==> config.mk <==
export PLATFORM = sky130hd
export DESIGN_NAME = priority_thread_dispatcher
export DESIGN_NICKNAME = d
export VERILOG_FILES = /design/src/ptd_pkg.sv /design/src/priority_thread_dispatcher.sv
export SDC_FILE = /design/constraint.sdc
export NUM_CORES = 1
export LEC_CHECK = 0
export BUFFER_PORTS_ARGS = -buffer_cell sky130_fd_sc_hd__buf_2
export CORE_ASPECT_RATIO = 0.6
export CORE_MARGIN = 3
export CORE_UTILIZATION = 45
export DETAILED_ROUTE_END_ITERATION = 6
export MAX_ROUTING_LAYER = met4
export PLACE_DENSITY = 0.69
export SLEW_MARGIN = 0
export SYNTH_ARGS = -nofsm -noshare
export SYNTH_HDL_FRONTEND = slang
export SYNTH_SLANG_ARGS = --single-unit
==> constraint.sdc <==
create_clock -name clk_i -period 5.35 [get_ports clk_i]
set_input_delay 0.535 -clock clk_i [delete_from_list [all_inputs] [get_ports clk_i]]
set_output_delay 0.535 -clock clk_i [all_outputs]
set_load 0.01 [all_outputs]
==> src/ptd_pkg.sv <==
`default_nettype none

package ptd_pkg;

  localparam int READY_DEPTH   = 16;
  localparam int BLOCKED_DEPTH = 16;
  localparam int PRIO_LEVELS   = 4;

  localparam int RIDX_W = $clog2(READY_DEPTH);
  localparam int RCNT_W = $clog2(READY_DEPTH + 1);
  localparam int BIDX_W = $clog2(BLOCKED_DEPTH);

  typedef enum logic [1:0] {
    REQ_MAKE_READY = 2'd0,
    REQ_DISPATCH   = 2'd1,
    REQ_BLOCK      = 2'd2,
    REQ_EXIT       = 2'd3
  } req_e;

  typedef enum logic [1:0] {
    ST_OK           = 2'd0,
    ST_READY_FULL   = 2'd1,
    ST_BLOCKED_FULL = 2'd2,
    ST_IDLE         = 2'd3
  } status_e;

  typedef enum logic [3:0] {
    S_IDLE,
    S_INS_RD,
    S_INS_CMP,
    S_BLK_SCAN,
    S_SRCH_RD,
    S_SRCH_CMP,
    S_POP_RD,
    S_POP_CMP
  } state_e;

  typedef struct packed {
    logic [7:0] tid;
    logic [1:0] prio;
  } entry_t;

  // Circular pointer arithmetic for the ready ring; works for any depth.
  function automatic logic [RIDX_W-1:0] ridx_add(logic [RIDX_W-1:0] base,
                                                 logic [RCNT_W-1:0] offs);
    logic [RCNT_W:0] sum;
    sum = (RCNT_W+1)'(base) + (RCNT_W+1)'(offs);
    if (sum >= (RCNT_W+1)'(READY_DEPTH)) begin
      sum = sum - (RCNT_W+1)'(READY_DEPTH);
    end
    return sum[RIDX_W-1:0];
  endfunction

  function automatic logic [RIDX_W-1:0] ridx_inc(logic [RIDX_W-1:0] idx);
    logic [RIDX_W-1:0] res;
    if (idx == RIDX_W'(READY_DEPTH - 1)) begin
      res = '0;
    end else begin
      res = idx + RIDX_W'(1);
    end
    return res;
  endfunction

  function automatic logic [RIDX_W-1:0] ridx_dec(logic [RIDX_W-1:0] idx);
    logic [RIDX_W-1:0] res;
    if (idx == '0) begin
      res = RIDX_W'(READY_DEPTH - 1);
    end else begin
      res = idx - RIDX_W'(1);
    end
    return res;
  endfunction

endpackage

`default_nettype wire

==> src/priority_thread_dispatcher.sv <==
`default_nettype none

// Channel   Direction  Handshake              Payload
// request   in         start_i / busy_o       req_type_i tid_i prio_i caller_valid_i
//                                             join_pending_i waiter_tid_i
// result    out        done_o (one cycle)     status_o running_valid_o running_tid_o
//                                             switch_needed_o woke_waiter_o
//
// A request transfer needs start_i high and busy_o low at a rising edge. Its result
// shows for one cycle with done_o, while busy_o is already low. The receiver cannot stall.
// From transfer to result: make_ready walks the ready queue from the tail, moving each
// entry of greater priority value, and refuses without a walk when full; dispatch pops
// the head; block scans to the first free slot; exit first searches for a pending waiter, then pops.
// Reset (rst_ni low, asynchronous) empties both tables and makes thread 0 run.

module priority_thread_dispatcher (
  input  wire logic        clk_i,
  input  wire logic        rst_ni,
  input  wire logic        start_i,
  output logic             busy_o,
  input  wire logic [1:0]  req_type_i,
  input  wire logic [7:0]  tid_i,
  input  wire logic [1:0]  prio_i,
  input  wire logic        caller_valid_i,
  input  wire logic        join_pending_i,
  input  wire logic [7:0]  waiter_tid_i,
  output logic             done_o,
  output logic [1:0]       status_o,
  output logic             running_valid_o,
  output logic [7:0]       running_tid_o,
  output logic             switch_needed_o,
  output logic             woke_waiter_o
);
  import ptd_pkg::*;

  state_e              state_q, state_d;

  // Request latched at the transfer.
  req_e                req_q, req_d;
  logic [7:0]          tid_q, tid_d;
  logic [1:0]          prio_q, prio_d;
  logic                caller_q, caller_d;
  logic [7:0]          waiter_q, waiter_d;

  // Ready ring: head pointer and fill count; walk state for the sorted insert.
  logic [RIDX_W-1:0]   head_q, head_d;
  logic [RCNT_W-1:0]   count_q, count_d;
  logic [RIDX_W-1:0]   wr_ptr_q, wr_ptr_d;
  logic [RCNT_W-1:0]   remaining_q, remaining_d;
  logic [7:0]          ins_tid_q, ins_tid_d;
  logic [1:0]          ins_prio_q, ins_prio_d;

  // Blocked table occupancy and scan index.
  logic [BLOCKED_DEPTH-1:0] bvalid_q, bvalid_d;
  logic [BIDX_W-1:0]   slot_q, slot_d;

  // Running thread and result fields.
  logic [7:0]          cur_tid_q, cur_tid_d;
  logic                cur_valid_q, cur_valid_d;
  status_e             status_q, status_d;
  logic                sw_q, sw_d;
  logic                woke_q, woke_d;
  logic                done_q, done_d;

  // Memory ports.
  entry_t              rmem [READY_DEPTH];
  logic                rmem_we, rmem_re;
  logic [RIDX_W-1:0]   rmem_waddr, rmem_raddr;
  entry_t              rmem_wdata, rmem_rdata_q;

  entry_t              bmem [BLOCKED_DEPTH];
  logic                bmem_we, bmem_re;
  entry_t              bmem_rdata_q;

  logic [1:0]          prio_cl;
  logic                ready_full;
  logic                slot_last;
  logic                ins_place;
  logic                waiter_hit;

  assign prio_cl    = (int'(prio_i) >= PRIO_LEVELS) ? 2'(PRIO_LEVELS - 1) : prio_i;
  assign ready_full = (count_q == RCNT_W'(READY_DEPTH));
  assign slot_last  = (slot_q == BIDX_W'(BLOCKED_DEPTH - 1));
  assign waiter_hit = (bmem_rdata_q.tid == waiter_q);

  // The new entry lands at wr_ptr once the walk runs out of entries or meets
  // one whose priority value is not greater than its own.
  assign ins_place = ((state_q == S_INS_RD) && (remaining_q == '0)) ||
                     ((state_q == S_INS_CMP) && !(rmem_rdata_q.prio > ins_prio_q));

  // Next state.
  always_comb begin
    state_d = state_q;
    unique case (state_q)
      S_IDLE: begin
        if (start_i) begin
          unique case (req_e'(req_type_i))
            REQ_MAKE_READY: state_d = ready_full ? S_IDLE : S_INS_RD;
            REQ_DISPATCH:   state_d = S_POP_RD;
            REQ_BLOCK:      state_d = S_BLK_SCAN;
            REQ_EXIT:       state_d = join_pending_i ? S_SRCH_RD : S_POP_RD;
          endcase
        end
      end
      S_INS_RD, S_INS_CMP: begin
        if (ins_place) begin
          state_d = (req_q == REQ_EXIT) ? S_POP_RD : S_IDLE;
        end else begin
          state_d = (state_q == S_INS_RD) ? S_INS_CMP : S_INS_RD;
        end
      end
      S_BLK_SCAN: begin
        if (!bvalid_q[slot_q] || slot_last) begin
          state_d = S_IDLE;
        end
      end
      S_SRCH_RD: begin
        if (bvalid_q[slot_q]) begin
          state_d = S_SRCH_CMP;
        end else if (slot_last) begin
          state_d = S_POP_RD;
        end
      end
      S_SRCH_CMP: begin
        if (waiter_hit) begin
          state_d = ready_full ? S_POP_RD : S_INS_RD;
        end else begin
          state_d = slot_last ? S_POP_RD : S_SRCH_RD;
        end
      end
      S_POP_RD:  state_d = (count_q == '0) ? S_IDLE : S_POP_CMP;
      S_POP_CMP: state_d = S_IDLE;
      default:   state_d = S_IDLE;
    endcase
  end

  // Datapath and result updates.
  always_comb begin
    req_d       = req_q;
    tid_d       = tid_q;
    prio_d      = prio_q;
    caller_d    = caller_q;
    waiter_d    = waiter_q;
    head_d      = head_q;
    count_d     = count_q;
    wr_ptr_d    = wr_ptr_q;
    remaining_d = remaining_q;
    ins_tid_d   = ins_tid_q;
    ins_prio_d  = ins_prio_q;
    bvalid_d    = bvalid_q;
    slot_d      = slot_q;
    cur_tid_d   = cur_tid_q;
    cur_valid_d = cur_valid_q;
    status_d    = status_q;
    sw_d        = sw_q;
    woke_d      = woke_q;
    done_d      = 1'b0;

    rmem_we     = 1'b0;
    rmem_re     = 1'b0;
    rmem_waddr  = wr_ptr_q;
    rmem_raddr  = ridx_dec(wr_ptr_q);
    rmem_wdata  = '{tid: ins_tid_q, prio: ins_prio_q};
    bmem_we     = 1'b0;
    bmem_re     = 1'b0;

    if (ins_place) begin
      rmem_we = 1'b1;
      count_d = count_q + RCNT_W'(1);
      if (req_q == REQ_EXIT) begin
        woke_d           = 1'b1;
        bvalid_d[slot_q] = 1'b0;
      end else begin
        done_d = 1'b1;
      end
    end

    unique case (state_q)
      S_IDLE: begin
        if (start_i) begin
          req_d       = req_e'(req_type_i);
          tid_d       = tid_i;
          prio_d      = prio_cl;
          caller_d    = caller_valid_i;
          waiter_d    = waiter_tid_i;
          ins_tid_d   = tid_i;
          ins_prio_d  = prio_cl;
          wr_ptr_d    = ridx_add(head_q, count_q);
          remaining_d = count_q;
          slot_d      = '0;
          status_d    = ST_OK;
          sw_d        = 1'b0;
          woke_d      = 1'b0;
          unique case (req_e'(req_type_i))
            REQ_MAKE_READY: begin
              if (ready_full) begin
                status_d = ST_READY_FULL;
                done_d   = 1'b1;
              end
            end
            REQ_EXIT: begin
              cur_valid_d = 1'b0;
              cur_tid_d   = '0;
            end
            default: ;
          endcase
        end
      end
      S_INS_RD: begin
        if (remaining_q != '0) begin
          rmem_re = 1'b1;
        end
      end
      S_INS_CMP: begin
        if (!ins_place) begin
          // Shift the greater entry one place toward the tail.
          rmem_we     = 1'b1;
          rmem_wdata  = rmem_rdata_q;
          wr_ptr_d    = ridx_dec(wr_ptr_q);
          remaining_d = remaining_q - RCNT_W'(1);
        end
      end
      S_BLK_SCAN: begin
        if (!bvalid_q[slot_q]) begin
          bmem_we          = 1'b1;
          bvalid_d[slot_q] = 1'b1;
          done_d           = 1'b1;
        end else if (slot_last) begin
          status_d = ST_BLOCKED_FULL;
          done_d   = 1'b1;
        end else begin
          slot_d = slot_q + BIDX_W'(1);
        end
      end
      S_SRCH_RD: begin
        if (bvalid_q[slot_q]) begin
          bmem_re = 1'b1;
        end else if (!slot_last) begin
          slot_d = slot_q + BIDX_W'(1);
        end
      end
      S_SRCH_CMP: begin
        if (waiter_hit) begin
          if (ready_full) begin
            status_d = ST_READY_FULL;
          end else begin
            ins_tid_d   = bmem_rdata_q.tid;
            ins_prio_d  = bmem_rdata_q.prio;
            wr_ptr_d    = ridx_add(head_q, count_q);
            remaining_d = count_q;
          end
        end else if (!slot_last) begin
          slot_d = slot_q + BIDX_W'(1);
        end
      end
      S_POP_RD: begin
        if (count_q == '0) begin
          status_d = ST_IDLE;
          done_d   = 1'b1;
        end else begin
          rmem_re    = 1'b1;
          rmem_raddr = head_q;
        end
      end
      S_POP_CMP: begin
        cur_tid_d   = rmem_rdata_q.tid;
        cur_valid_d = 1'b1;
        head_d      = ridx_inc(head_q);
        count_d     = count_q - RCNT_W'(1);
        // An exit dispatch has no caller, so any dispatched thread is a switch.
        sw_d        = (req_q == REQ_EXIT) ? 1'b1
                                          : !(caller_q && (rmem_rdata_q.tid == tid_q));
        done_d      = 1'b1;
      end
      default: ;
    endcase
  end

  // Control state and results.
  always_ff @(posedge clk_i or negedge rst_ni) begin
    if (!rst_ni) begin
      state_q     <= S_IDLE;
      head_q      <= '0;
      count_q     <= '0;
      bvalid_q    <= '0;
      cur_tid_q   <= '0;
      cur_valid_q <= 1'b1;
      status_q    <= ST_OK;
      sw_q        <= 1'b0;
      woke_q      <= 1'b0;
      done_q      <= 1'b0;
    end else begin
      state_q     <= state_d;
      head_q      <= head_d;
      count_q     <= count_d;
      bvalid_q    <= bvalid_d;
      cur_tid_q   <= cur_tid_d;
      cur_valid_q <= cur_valid_d;
      status_q    <= status_d;
      sw_q        <= sw_d;
      woke_q      <= woke_d;
      done_q      <= done_d;
    end
  end

  // Request payload and walk registers.
  always_ff @(posedge clk_i) begin
    req_q       <= req_d;
    tid_q       <= tid_d;
    prio_q      <= prio_d;
    caller_q    <= caller_d;
    waiter_q    <= waiter_d;
    wr_ptr_q    <= wr_ptr_d;
    remaining_q <= remaining_d;
    ins_tid_q   <= ins_tid_d;
    ins_prio_q  <= ins_prio_d;
    slot_q      <= slot_d;
  end

  // Ready ring memory.
  always_ff @(posedge clk_i) begin
    if (rmem_we) begin
      rmem[rmem_waddr] <= rmem_wdata;
    end
    if (rmem_re) begin
      rmem_rdata_q <= rmem[rmem_raddr];
    end
  end

  // Blocked table memory.
  always_ff @(posedge clk_i) begin
    if (bmem_we) begin
      bmem[slot_q] <= '{tid: tid_q, prio: prio_q};
    end
    if (bmem_re) begin
      bmem_rdata_q <= bmem[slot_q];
    end
  end

  assign busy_o          = (state_q != S_IDLE);
  assign done_o          = done_q;
  assign status_o        = status_q;
  assign running_valid_o = cur_valid_q;
  assign running_tid_o   = cur_valid_q ? cur_tid_q : 8'd0;
  assign switch_needed_o = sw_q;
  assign woke_waiter_o   = woke_q;

endmodule

`default_nettype wire

==> key figures <==
Flow run
  – Max-cap viol count: 0

Route
  – DRT Pass-1 Iters: 6
  – DR WL met2: 19,090 um
  – DR WL/cell: 23.67 um
  – Vias/cell: 6.020
  – Drt first-iter violations: 1,665
  – Vias: 11,670
  – Final wirelength: 45,890 um
  – Remaining DRCs: 0
  – Top layer reached by signal wires: met4
  – DR WL met3: 4753 um
  – Metal-1 WL: 21,350 um
  – ANT nets after route: 0

STA
  – Final setup skew: 28.12 ps
  – Fin. max-slew vios: 0
  – Period minus WS final: 4022 ps
  – Worst Max-Slew Pin Slew: 1345 ps
  – Worst rel slew slack: 9.974%
  – Setup violations, final: 0
  – Max Freq: 0.2486 GHz
  – RSZ-0062 raised after global routing: no
  – Fin crit share: 75.18%
  – Hold Fails Final Rpt: 0
  – Hold WS: 87.47 ps
  – TNS Setup: 0 ps

Logic synthesis
  – Most instantiated library cell after synthesis: edfxtp_1
  – Cell Area, Synth: 0.01874 sq mm
  – Synth Flop Type: edfxtp_1
  – #FFs+latches synth: 426
  – Post-synth top area cell: edfxtp_1
  – YS warnings: 0
  – Synth cell types: 57
  – EDFF count, synth: 384
  – Synth Instances: 1,320
  – Ys async rst share: 9.859%
  – Post-Syn Nets: 1,366
  – Synth Area per Inst: 14.20 sq um
  – Area contributors post-synth: edfxtp_1 62%, mux4_2 6.5%, dfrtp_1 5.5%
  – Commonest cells in the netlist: 384 x edfxtp_1, 112 x nand2_1, 100 x a21oi_1
  – Sequential share of the synthesized area: 67.13%
  – Yosys top cell area share: 61.52%

Placement
  – GP Congestion: 0.8132
  – Post-DP HPWL: 29,860 um
  – PortBufs: 39

Floorplanning
  – Top-level port count: 40
  – Die width: 269.5 um
  – Die area: 0.04422 sq mm
  – Initial Utilization: 45.95%
  – Core area: 0.04079 sq mm
  – Die height: 164.1 um
  – Row cnt: 57

Setup path
  – Required @ worst endpoint: 5650 ps
  – Crit path from: rmem_waddr[0]
  – CP max-delay cell: or3b_2
  – Critical path arrival: 4320 ps
  – Most used cell, CP: buf_4
  – Reg2reg start: rmem_waddr[0]
  – Max incr delay on CP: 940 ps
  – Startpoint Class: flip-flop
  – CP cell instances: inv_1, buf_4, ha_1, or3b_2, nand2_1, mux2i_4, buf_4, mux2i_1, o22ai_1, or3_1
  – Largest fanout on the critical path: 42
  – Crit. End Element: flip-flop
  – Crit Path Class: reg -> reg

Clock tree
  – Clk Latency, worst-skew pair: 560 ps
  – CTS Hold Bufs: 0
  – H-tree depth: 2
  – Clock buffer count from CTS: 40
  – Post-CTS Setup Bufs: 0
  – TritonCTS Sinks: 426
  – Cts repair resizes: 0
  – CTS tree: yes
  – CTS root buf: clkbuf_16
  – CTS max path bufs: 3
  – Worst-path clk slew: 60 ps

Global routing
  – Number of global-route vias before repair: 11,070
  – GR Overflow Total: 0
  – Initial antenna violation count: 1
  – First-pass GRT wire length: 69,410 um
  – GRT Resource Usage Total: 21.34%
  – Largest net degree at the start of global routing: 88

Cells and area
  – Share of cells above drive strength 1: 14.79%
  – Core Util, Final: 51.22%
  – Multi-input logic area: 0.005814 sq mm
  – Register area: 0.01258 sq mm
  – Fill cell total of the finished layout: 3,393
  – Ant. Diodes: 0
  – Layout area overhead: 11.48%
  – NumNets Final: 1,394

Pwr
  – PnR Total Power: 11.60 mW
  – Pwr Density: 555.1 mW/mm^2
  – Max rail drop VDD: 0.2720 mV
  – Leakage: 7.312 nW

Min path
  – HP Class: in -> async

Run status
  – Outcome: finished clean
-- sequential cells by signal (all words and copies together), names as in the netlist, 10 cells and up --
signal / cells
bmem: 160
rmem_rdata_q: 10
bvalid_q: 16
bmem_rdata_q: 10
rmem: 160
-- layout make-up --
cell class,instances,area share [%]
clock buffer,50,5.066
clock inverter,23,1.431
inverter,21,0.3772
multi-input combinational,798,27.82
sequential,426,60.22
tap,560,3.353
timing repair buffer,61,1.724
-- cell usage in the layout, fill, tap and decap left out, types with 5 or more instances in the layout --
master | synthesis | routed
a31oi_1 | 8 | 8
edfxtp_1 | 384 | 384
clkbuf_1 | 54 | 8
o31ai_1 | 5 | 5
o21ai_0 | 91 | 91
buf_2 | 10 | 39
nor3_1 | 7 | 7
clkinv_1 | 1 | 8
or3_1 | 11 | 11
bufinv_16 | 0 | 6
nand2b_1 | 47 | 47
ha_1 | 19 | 19
xor2_1 | 18 | 18
nor4_1 | 6 | 6
xnor2_1 | 9 | 9
mux4_2 | 54 | 54
nand3_1 | 56 | 56
buf_4 | 0 | 22
o22ai_1 | 23 | 23
clkbuf_16 | 0 | 40
inv_1 | 20 | 20
o2111ai_1 | 5 | 5
a22o_1 | 8 | 8
or2_2 | 5 | 5
a21o_1 | 20 | 20
nand4_1 | 14 | 14
nor2_1 | 47 | 46
dfrtp_1 | 41 | 40
clkinv_2 | 0 | 7
nor2b_1 | 7 | 7
a21oi_1 | 100 | 100
mux2_2 | 13 | 13
and2_1 | 25 | 25
mux2i_1 | 49 | 48
nand2_1 | 112 | 112
-- metal layers --
metal | GRT usage [%] | up-vias
met1 | 33.09 | 5858
met4 | 4.530 | 0
li1 | - | 5117
met3 | 4.307 | 65
met2 | 28.98 | 632
met5 | - | -
-- where the power goes --
part	internal (mW)	switching (mW)	total, mW	leakage (nW)
logic	1.52	2.34	3.85	2.62
registers	4.36	0.422	4.78	4.03
clock network	1.71	1.25	2.96	0.661
total	7.59	4.01	11.6	7.31
-- cell families (layout without fill, tap and decap cells) --
| family | Yosys count | after routing | synth area share (%) |
|---|---|---|---|
| buf+inv | 96 | 155 | 1.989 |
| flops | 426 | 426 | 67.13 |
| compound gates | 287 | 287 | 9.138 |
| fa+ha+maj | 21 | 21 | 1.482 |
| mux | 116 | 116 | 9.886 |
| xor+xnor | 27 | 27 | 1.262 |
| simple gates | 347 | 347 | 9.112 |
-- metrics by stage --
step | instance area (sq um) | setup slack [ps] | cells
floorplan | 18740 | 2464 | 1320
global placement | 19540 | 1522 | 1866
detailed placement | 19540 | 1360 | 1866
CTS | 20890 | 1378 | 1939
global route | 20900 | 1092 | 1939
finish | 20900 | 1328 | 1939
-- worst paths after layout --
check	end	slack (ps)	depth (start not counted)
max in group asynchronous	head_q[0]	4750	2
min in group clk_i	waiter_q[3]	150	1
hold reg to reg	bvalid_q[1]	470	1
setup / recovery	rmem_rdata_q[7]	1330	10
hold / removal	cur_tid_q[1]	90	2
setup reg to reg	rmem_rdata_q[7]	1330	10
-- worst max-delay path: cells and delay by family, from the launching register on --
family          cells  cell delay (ps)
mux                 2              480
fa+ha+maj           1              380
flops               1              350
buf+inv             3              880
simple gates        3             1520
compound gates      1              110
(Power assumes the default switching activity.)
